$ cat src/rtl/rlmm_pkg.sv
// Shared types and codes for the resource lock and mailbox manager.
// Used by rlmm_eval and resource_lock_mailbox_manager; no dependencies.
package rlmm_pkg;

    localparam int OP_BITS = 2;
    localparam int PID_BITS = 3;
    localparam int ID_BITS = 4;
    localparam int MSG_BITS = 32;
    localparam int STATUS_BITS = 3;
    localparam int CFG_INDEX_BITS = 1;
    localparam int CFG_DATA_BITS = 5;
    localparam int RES_COUNT_BITS = 5;
    localparam int MB_COUNT_BITS = 4;

    localparam logic [RES_COUNT_BITS-1:0] RES_COUNT_RESET = 5'd16;
    localparam logic [MB_COUNT_BITS-1:0] MB_COUNT_RESET = 4'd8;

    // Configuration register indexes.
    localparam logic [CFG_INDEX_BITS-1:0] REG_RESOURCE_COUNT = 1'd0;
    localparam logic [CFG_INDEX_BITS-1:0] REG_MAILBOX_COUNT = 1'd1;

    // Operation codes.
    localparam logic [OP_BITS-1:0] OP_REQUEST = 2'd0;
    localparam logic [OP_BITS-1:0] OP_RELEASE = 2'd1;
    localparam logic [OP_BITS-1:0] OP_SEND = 2'd2;
    localparam logic [OP_BITS-1:0] OP_RECEIVE = 2'd3;

    // Result status codes.
    localparam logic [STATUS_BITS-1:0] ST_ACQUIRED = 3'd0;
    localparam logic [STATUS_BITS-1:0] ST_NO_RESOURCE = 3'd1;
    localparam logic [STATUS_BITS-1:0] ST_WAITING = 3'd2;
    localparam logic [STATUS_BITS-1:0] ST_RELEASED = 3'd3;
    localparam logic [STATUS_BITS-1:0] ST_NOTHING_TO_RELEASE = 3'd4;
    localparam logic [STATUS_BITS-1:0] ST_SENT = 3'd5;
    localparam logic [STATUS_BITS-1:0] ST_RECEIVED = 3'd6;
    localparam logic [STATUS_BITS-1:0] ST_UNKNOWN_MAILBOX = 3'd7;

    typedef struct packed {
        logic [OP_BITS-1:0]  op;
        logic [PID_BITS-1:0] process_id;
        logic [ID_BITS-1:0]  resource_id;
        logic [MSG_BITS-1:0] message_in;
    } in_item_t;

    typedef struct packed {
        logic [STATUS_BITS-1:0] status;
        logic [MSG_BITS-1:0]    message_out;
        logic                   message_valid;
    } out_item_t;

    typedef struct packed {
        logic                free;
        logic [PID_BITS-1:0] holder;
    } res_entry_t;

    typedef struct packed {
        logic                full;
        logic [MSG_BITS-1:0] word;
    } mb_entry_t;

    localparam res_entry_t RES_ENTRY_RESET = '{free: 1'b1, holder: '0};
    localparam mb_entry_t MB_ENTRY_RESET = '{full: 1'b0, word: '0};

    // Decision for one operation: the result beat and the table write-backs.
    typedef struct packed {
        out_item_t  rsp;
        logic       res_we;
        res_entry_t res_wdata;
        logic       mb_we;
        mb_entry_t  mb_wdata;
    } eval_out_t;

endpackage

$ cat src/rtl/resource_lock_mailbox_manager.sv
// Top level of the resource lock and mailbox manager: sequencer, tables, result register.
// Depends on rlmm_pkg, rlmm_ram and rlmm_eval.
//
// Each operation is accepted in the idle state, and the resource and mailbox tables
// are read from their synchronous RAMs. In the execute state the result is decided;
// once the output register is empty or being emptied, the entry is written back and
// the result beat is loaded into the output register. A new operation is accepted
// in the cycle after that, even while the previous result is still waiting to be
// taken, but none is taken while an operation is in execution. The tables need no
// clearing pass after reset: per-entry valid bits make unwritten entries read as
// free resources and empty mailboxes.
module resource_lock_mailbox_manager #(
    parameter int MAX_RESOURCES = 16,
    parameter int MAX_MAILBOXES = 8
) (
    input  logic                                clk,
    input  logic                                rst_n,
    input  logic                                cfg_we,
    input  logic [rlmm_pkg::CFG_INDEX_BITS-1:0] cfg_index,
    input  logic [rlmm_pkg::CFG_DATA_BITS-1:0]  cfg_data,
    input  logic                                req_valid,
    output logic                                req_stall,
    input  rlmm_pkg::in_item_t                  req,
    output logic                                rsp_valid,
    input  logic                                rsp_stall,
    output rlmm_pkg::out_item_t                 rsp
);
    import rlmm_pkg::*;

    localparam int RAW = (MAX_RESOURCES > 1) ? $clog2(MAX_RESOURCES) : 1;
    localparam int MAW = (MAX_MAILBOXES > 1) ? $clog2(MAX_MAILBOXES) : 1;
    localparam int RES_W = $bits(res_entry_t);
    localparam int MB_W = $bits(mb_entry_t);

    localparam logic S_IDLE = 1'b0;
    localparam logic S_EXEC = 1'b1;

    logic                      state_reg, state_next;
    logic [RES_COUNT_BITS-1:0] res_count_reg;
    logic [MB_COUNT_BITS-1:0]  mb_count_reg;
    in_item_t                  item_reg;
    logic                      res_ok_reg, mb_ok_reg;
    logic [MAX_RESOURCES-1:0]  res_vld_reg;
    logic [MAX_MAILBOXES-1:0]  mb_vld_reg;
    logic                      rsp_valid_reg;
    out_item_t                 rsp_reg;

    logic                      accept;
    logic                      finish;
    logic                      res_ok_next, mb_ok_next;
    logic [RAW+ID_BITS-1:0]    req_res_wide, item_res_wide;
    logic [MAW+ID_BITS-1:0]    req_mb_wide, item_mb_wide;
    logic [RAW-1:0]            req_res_addr, item_res_addr;
    logic [MAW-1:0]            req_mb_addr, item_mb_addr;
    logic [RES_W-1:0]          res_rdata;
    logic [MB_W-1:0]           mb_rdata;
    res_entry_t                res_entry;
    mb_entry_t                 mb_entry;
    eval_out_t                 result;

    assign accept = req_valid && !req_stall;
    assign req_stall = (state_reg == S_EXEC);
    // The decision retires once the output register is empty or being emptied.
    assign finish = (state_reg == S_EXEC) && (!rsp_valid_reg || !rsp_stall);

    assign req_res_wide = {{RAW{1'b0}}, req.resource_id};
    assign req_mb_wide = {{MAW{1'b0}}, req.resource_id};
    assign item_res_wide = {{RAW{1'b0}}, item_reg.resource_id};
    assign item_mb_wide = {{MAW{1'b0}}, item_reg.resource_id};
    assign req_res_addr = req_res_wide[RAW-1:0];
    assign req_mb_addr = req_mb_wide[MAW-1:0];
    assign item_res_addr = item_res_wide[RAW-1:0];
    assign item_mb_addr = item_mb_wide[MAW-1:0];

    assign res_ok_next = ({1'b0, req.resource_id} < res_count_reg)
                         && (32'(req.resource_id) < 32'(MAX_RESOURCES));
    assign mb_ok_next = (req.resource_id < mb_count_reg)
                        && (32'(req.resource_id) < 32'(MAX_MAILBOXES));

    rlmm_ram #(
        .WIDTH(RES_W),
        .DEPTH(MAX_RESOURCES)
    ) u_res_ram (
        .clk  (clk),
        .we   (finish && result.res_we),
        .waddr(item_res_addr),
        .wdata(result.res_wdata),
        .re   (accept),
        .raddr(req_res_addr),
        .rdata(res_rdata)
    );

    rlmm_ram #(
        .WIDTH(MB_W),
        .DEPTH(MAX_MAILBOXES)
    ) u_mb_ram (
        .clk  (clk),
        .we   (finish && result.mb_we),
        .waddr(item_mb_addr),
        .wdata(result.mb_wdata),
        .re   (accept),
        .raddr(req_mb_addr),
        .rdata(mb_rdata)
    );

    // Entries never written since reset read as their reset contents.
    always_comb
    begin
        res_entry = RES_ENTRY_RESET;
        mb_entry = MB_ENTRY_RESET;
        if (res_ok_reg && res_vld_reg[item_res_addr])
        begin
            res_entry = res_rdata;
        end
        if (mb_ok_reg && mb_vld_reg[item_mb_addr])
        begin
            mb_entry = mb_rdata;
        end
    end

    rlmm_eval u_eval (
        .item     (item_reg),
        .res_ok   (res_ok_reg),
        .mb_ok    (mb_ok_reg),
        .res_entry(res_entry),
        .mb_entry (mb_entry),
        .result   (result)
    );

    always_comb
    begin
        state_next = state_reg;
        case (state_reg)
            S_IDLE:
            begin
                if (accept)
                begin
                    state_next = S_EXEC;
                end
            end
            S_EXEC:
            begin
                if (finish)
                begin
                    state_next = S_IDLE;
                end
            end
            default:
            begin
                state_next = S_IDLE;
            end
        endcase
    end

    always_ff @(posedge clk or negedge rst_n)
    begin
        if (!rst_n)
        begin
            state_reg <= S_IDLE;
            res_count_reg <= RES_COUNT_RESET;
            mb_count_reg <= MB_COUNT_RESET;
            res_vld_reg <= '0;
            mb_vld_reg <= '0;
            rsp_valid_reg <= 1'b0;
        end
        else
        begin
            state_reg <= state_next;
            if (cfg_we)
            begin
                case (cfg_index)
                    REG_RESOURCE_COUNT: res_count_reg <= cfg_data;
                    REG_MAILBOX_COUNT:  mb_count_reg <= cfg_data[MB_COUNT_BITS-1:0];
                    default:            ;
                endcase
            end
            if (finish && result.res_we)
            begin
                res_vld_reg[item_res_addr] <= 1'b1;
            end
            if (finish && result.mb_we)
            begin
                mb_vld_reg[item_mb_addr] <= 1'b1;
            end
            if (finish)
            begin
                rsp_valid_reg <= 1'b1;
            end
            else if (!rsp_stall)
            begin
                rsp_valid_reg <= 1'b0;
            end
        end
    end

    always_ff @(posedge clk)
    begin
        if (accept)
        begin
            item_reg <= req;
            res_ok_reg <= res_ok_next;
            mb_ok_reg <= mb_ok_next;
        end
        if (finish)
        begin
            rsp_reg <= result.rsp;
        end
    end

    assign rsp_valid = rsp_valid_reg;
    assign rsp = rsp_reg;

endmodule

$ cat src/rtl/rlmm_ram.sv
// Generic single-port-write, single-port-read RAM with a registered read.
// Standalone; used for the resource and mailbox tables.
module rlmm_ram #(
    parameter int WIDTH = 8,
    parameter int DEPTH = 16,
    parameter int AW = (DEPTH > 1) ? $clog2(DEPTH) : 1
) (
    input  logic             clk,
    input  logic             we,
    input  logic [AW-1:0]    waddr,
    input  logic [WIDTH-1:0] wdata,
    input  logic             re,
    input  logic [AW-1:0]    raddr,
    output logic [WIDTH-1:0] rdata
);

    logic [WIDTH-1:0] mem [DEPTH];

    always_ff @(posedge clk)
    begin
        if (we)
        begin
            mem[waddr] <= wdata;
        end
        if (re)
        begin
            rdata <= mem[raddr];
        end
    end

endmodule

$ cat src/rtl/rlmm_eval.sv
// Decision logic for one operation: from the fetched table entries it forms
// the result beat and the write-back data. Depends on rlmm_pkg.
module rlmm_eval (
    input  rlmm_pkg::in_item_t   item,
    input  logic                 res_ok,
    input  logic                 mb_ok,
    input  rlmm_pkg::res_entry_t res_entry,
    input  rlmm_pkg::mb_entry_t  mb_entry,
    output rlmm_pkg::eval_out_t  result
);
    import rlmm_pkg::*;

    always_comb
    begin
        result = '0;
        result.res_wdata = RES_ENTRY_RESET;
        result.mb_wdata = MB_ENTRY_RESET;
        case (item.op)
            OP_REQUEST:
            begin
                if (!res_ok)
                begin
                    result.rsp.status = ST_NO_RESOURCE;
                end
                else if (res_entry.free)
                begin
                    result.rsp.status = ST_ACQUIRED;
                    result.res_we = 1'b1;
                    result.res_wdata.free = 1'b0;
                    result.res_wdata.holder = item.process_id;
                end
                else
                begin
                    result.rsp.status = ST_WAITING;
                end
            end
            OP_RELEASE:
            begin
                if (res_ok && !res_entry.free && res_entry.holder == item.process_id)
                begin
                    result.rsp.status = ST_RELEASED;
                    result.res_we = 1'b1;
                end
                else
                begin
                    result.rsp.status = ST_NOTHING_TO_RELEASE;
                end
            end
            OP_SEND:
            begin
                if (!mb_ok)
                begin
                    result.rsp.status = ST_UNKNOWN_MAILBOX;
                end
                else
                begin
                    result.rsp.status = ST_SENT;
                    result.mb_we = 1'b1;
                    result.mb_wdata.full = 1'b1;
                    result.mb_wdata.word = item.message_in;
                end
            end
            default:
            begin
                if (!mb_ok)
                begin
                    result.rsp.status = ST_UNKNOWN_MAILBOX;
                end
                else
                begin
                    // Receiving empties the mailbox whether or not it was full.
                    result.rsp.status = ST_RECEIVED;
                    result.rsp.message_out = mb_entry.word;
                    result.rsp.message_valid = mb_entry.full;
                    result.mb_we = 1'b1;
                end
            end
        endcase
    end

endmodule

$ cat config.mk
export PLATFORM = sky130hd
export DESIGN_NAME = resource_lock_mailbox_manager
export DESIGN_NICKNAME = d
export VERILOG_FILES = /design/src/rtl/rlmm_pkg.sv /design/src/rtl/resource_lock_mailbox_manager.sv /design/src/rtl/rlmm_ram.sv /design/src/rtl/rlmm_eval.sv
export SDC_FILE = /design/constraint.sdc
export NUM_CORES = 1
export LEC_CHECK = 0
export BUFFER_PORTS_ARGS = -buffer_cell sky130_fd_sc_hd__buf_2
export CAP_MARGIN = 25
export CORE_ASPECT_RATIO = 1.2
export CORE_UTILIZATION = 55
export DETAILED_ROUTE_END_ITERATION = 10
export GPL_TIMING_DRIVEN = 0
export PLACE_DENSITY = 0.79
export SETUP_SLACK_MARGIN = 0.5
export SYNTH_ARGS = -nofsm -noshare
export SYNTH_HDL_FRONTEND = slang
export SYNTH_HIERARCHICAL = 1
export SYNTH_SLANG_ARGS = --single-unit
$ cat constraint.sdc
create_clock -name clk -period 4.6 [get_ports clk]
set_clock_uncertainty 0.15 [all_clocks]
set_input_delay 0 -clock clk [delete_from_list [all_inputs] [get_ports clk]]
set_output_delay 0 -clock clk [all_outputs]
set_load 0.01 [all_outputs]
==> impl_metrics.json <==
{
  "path_max_fanout": 8,
  "global_route.usage.total": 0.224,
  "grt_antenna_before_repair": 0,
  "ys_async_sr_fraction": 0.0731,
  "path_buf_inv": 1,
  "design.core.area_mm2": 0.0333,
  "synth-edff-count": 444,
  "hold_depth": 2,
  "vdd.ir_drop.worst_v": 0.000367,
  "r2r_endpoint": "u_res_ram/mem[2][2]$_DFFE_PP_",
  "cts_buffers": 46,
  "synth_warnings": 6,
  "setup-tns-final_ns": 0,
  "detail_route.first_pass.iterations": 5,
  "routed_wl_per_cell_um": 22.4,
  "worst_slew_margin_rel": 0.444,
  "layout.cells.most_common": "sky130_fd_sc_hd__edfxtp_1",
  "rsz0062_at_grt": "false",
  "worst_pin_slew_ns": 0.834,
  "pwr_density_cell_mw_per_mm2": 421,
  "port-buffer-count": 89,
  "arrival_ns": 3.98,
  "via_count": 9417,
  "layout-drive-gt1-share": 0.285,
  "die-area_mm2": 0.0347,
  "total_leakage_power_nw": 8.04,
  "holdWs_ns": 0.0224,
  "syn_avg_cell_area_um2": 20.3,
  "ys_seq_elements": 479,
  "wire_length_of_the_first_global_routing_pass_um": 56200,
  "cts_tree": "done",
  "crit_path_max_incr_delay_ns": 0.55,
  "commonest_cells_after_routing_fill_and_taps_aside": "444 x sky130_fd_sc_hd__edfxtp_1, 97 x sky130_fd_sc_hd__buf_2, 94 x sky130_fd_sc_hd__dlygate4sd3_1",
  "globalplace.congestion": 0.804,
  "worstHoldStart": "req[39]",
  "timing_max_transition_violations_final": 0,
  "post-route-cell-area_mm2": 0.0226,
  "reg2reg_from": "item_res_addr[3]$_DFFE_PP_",
  "critical_path.slowest_cell": "sky130_fd_sc_hd__or3b_2",
  "hold_viol": 0,
  "drtIter0Drc": 659,
  "ff2ff_path_depth": 11,
  "post-dp-hpwl_um": 21600,
  "cts_sinks": 479,
  "synth_fp_nets": 981,
  "clock.fmax_ghz": 0.256,
  "synth.yosys.seq_area_share": 0.760,
  "mappedNetlistArea_mm2": 0.0187,
  "synth_ff_type": "sky130_fd_sc_hd__edfxtp_1",
  "number_of_top_level_pins": 90,
  "min_to": "item_reg[39]$_DFFE_PP_",
  "synthCells": 923,
  "final.min_clock_period_ns": 3.91,
  "pre_cts_ws_ns": 0.130,
  "hold_class": "input port to register",
  "die_outline_height_um": 204,
  "synthDistinctLibCells": 44,
  "clock_insertion_delay_worst_skew_ns": 0.56,
  "critPathCaptureType": "register",
  "clk_pin_slew_worst_paths_ns": 0.07,
  "final_net_count": 1229,
  "flip_flop_count_of_the_largest_register_all_copies_and_words_added": 264,
  "grt_max_degree": 34,
  "timing.critical_path.cells": "clkbuf_2, mux2i_1, a32oi_1, nand2_1, o22a_1, nor2b_1, nand4_1, o21ai_0, and3_2, or3b_2, nor2_1",
  "outcome": "complete, no violations",
  "globalRoute.totalOverflow": 0,
  "min_period_over_period": 0.850,
  "critPathLaunchType": "register",
  "worst_path_dominant_cell_family": "simple AND/OR/NAND/NOR gates",
  "rows": 73,
  "antenna_cells": 0,
  "fillers": 2053,
  "setup_slack_ns": 0.692,
  "die_x_um": 170,
  "cts-htree-levels": 2,
  "design_power_total_mw": 9.50,
  "per_cell_via_count_in_the_routed_design": 5.68,
  "crit_type": "register to register",
  "setup_viol_count_final": 0,
  "wirelength_um": 37100,
  "drcViolationCount": 0,
  "start_util": 0.561,
  "postPlaceCellArea_mm2": 0.0201,
  "clockBufferDepth": 3,
  "vias_in_the_first_global_route": 9682,
  "area_grow_syn2layout_pct": 20.8,
  "clock-root-buffer": "sky130_fd_sc_hd__clkbuf_16",
  "route.antenna.remaining_nets": 0,
  "ff2ff_setup_slack_ns": 0.69,
  "required_time_of_the_critical_path_ns": 4.67,
  "cap_violations": 0
}
-- layout make-up --
class	count	area [µm²]	area share
Buffer	38	273	0.0121
Clock buffer	57	1210	0.0537
Clock inverter	27	269	0.0119
Inverter	8	30.0	0.00133
Multi-Input combinational cell	398	4280	0.189
Sequential cell	479	14200	0.629
Tap cell	450	563	0.0249
Timing Repair Buffer	200	1750	0.0776
-- layer usage --
metal  global-route usage  wire length (µm)
met1                0.292             15100
met2                0.383             19100
met3               0.0378              2020
met4               0.0743               881
met5                    0                 0
-- kinds of logic (layout without fill, tap and decap cells) --
| logic type | Yosys count | after routing | share of synthesized area |
|---|---|---|---|
| flops | 479 | 479 | 0.760 |
| mux | 132 | 132 | 0.134 |
| fa+ha+maj | 6 | 6 | 0.00401 |
| simple gates | 208 | 208 | 0.0655 |
| xor+xnor | 3 | 3 | 0.00141 |
| compound gates | 49 | 49 | 0.0191 |
| buf+inv | 46 | 330 | 0.0161 |
-- what timing repair did --
action	in CTS	in global routing
gates resized for setup	1	7
setup endpoints to repair	28	28
cloned	0	0
setup buffers	2	0
hold buffers	95	0
hold endpoints to repair	118	0
-- worst max-delay path by stage --
stage / startpoint / to / slack [ns] / depth (start not counted)
after detailed placement: item_res_addr[0]$_DFFE_PP_ / u_res_ram/mem[0][3]$_DFFE_PP_ / 0.13 / 11
final: item_res_addr[3]$_DFFE_PP_ / u_res_ram/mem[2][2]$_DFFE_PP_ / 0.69 / 11
after global placement: rsp_valid$_DFFE_PN0P_ / u_mb_ram/mem[7][5]$_DFFE_PP_ / -1.74 / 6
after global routing: item_res_addr[3]$_DFFE_PP_ / u_res_ram/mem[2][2]$_DFFE_PP_ / 0.55 / 11
after CTS: item_res_addr[3]$_DFFE_PP_ / u_res_ram/mem[3][1]$_DFFE_PP_ / 0.56 / 11
after floorplan: rsp_valid$_DFFE_PN0P_ / u_mb_ram/mem[1][0]$_DFFE_PP_ / 0.56 / 6
-- metrics by stage --
step	utilization	cells
global route	0.678	1657
floorplan	-	923
global placement	0.591	1462
finish	0.678	1657
CTS	0.677	1657
detailed placement	0.603	1476
-- synthesized netlist by cell type, types with 3 or more instances --
cell,n,area [µm²]
sky130_fd_sc_hd__a22oi_1,4,30.0
sky130_fd_sc_hd__dfrtp_1,33,826
sky130_fd_sc_hd__clkbuf_1,12,45.0
sky130_fd_sc_hd__buf_6,13,146
sky130_fd_sc_hd__mux4_1,22,578
sky130_fd_sc_hd__xnor2_1,3,26.3
sky130_fd_sc_hd__and2_1,82,513
sky130_fd_sc_hd__inv_1,8,30.0
sky130_fd_sc_hd__and3_1,3,18.8
sky130_fd_sc_hd__clkbuf_2,3,15.0
sky130_fd_sc_hd__nor2_1,23,86.3
sky130_fd_sc_hd__mux2i_1,9,90.1
sky130_fd_sc_hd__nand3_1,10,50.1
sky130_fd_sc_hd__a21o_1,4,30.0
sky130_fd_sc_hd__ha_1,6,75.1
sky130_fd_sc_hd__mux4_2,62,1400
sky130_fd_sc_hd__buf_2,8,40.0
sky130_fd_sc_hd__a21oi_1,3,15.0
sky130_fd_sc_hd__and2_4,21,184
sky130_fd_sc_hd__nor3_1,7,35.0
sky130_fd_sc_hd__nand2_1,27,101
sky130_fd_sc_hd__o22ai_1,3,18.8
sky130_fd_sc_hd__o21ai_0,4,20.0
sky130_fd_sc_hd__o21bai_1,24,180
sky130_fd_sc_hd__nand3b_1,4,30.0
sky130_fd_sc_hd__mux2_2,39,439
sky130_fd_sc_hd__nand2b_1,14,87.6
sky130_fd_sc_hd__edfxtp_1,444,13300
sky130_fd_sc_hd__nor2b_1,8,50.1
-- where the power goes --
| group | leakage, nW | switching (mW) | internal, mW |
|---|---|---|---|
| combinational | 2.64 | 0.397 | 0.370 |
| sequential | 4.68 | 0.0714 | 4.95 |
| clock | 0.717 | 1.55 | 2.16 |
No activity file was read; power rests on OpenSTA's default activity.
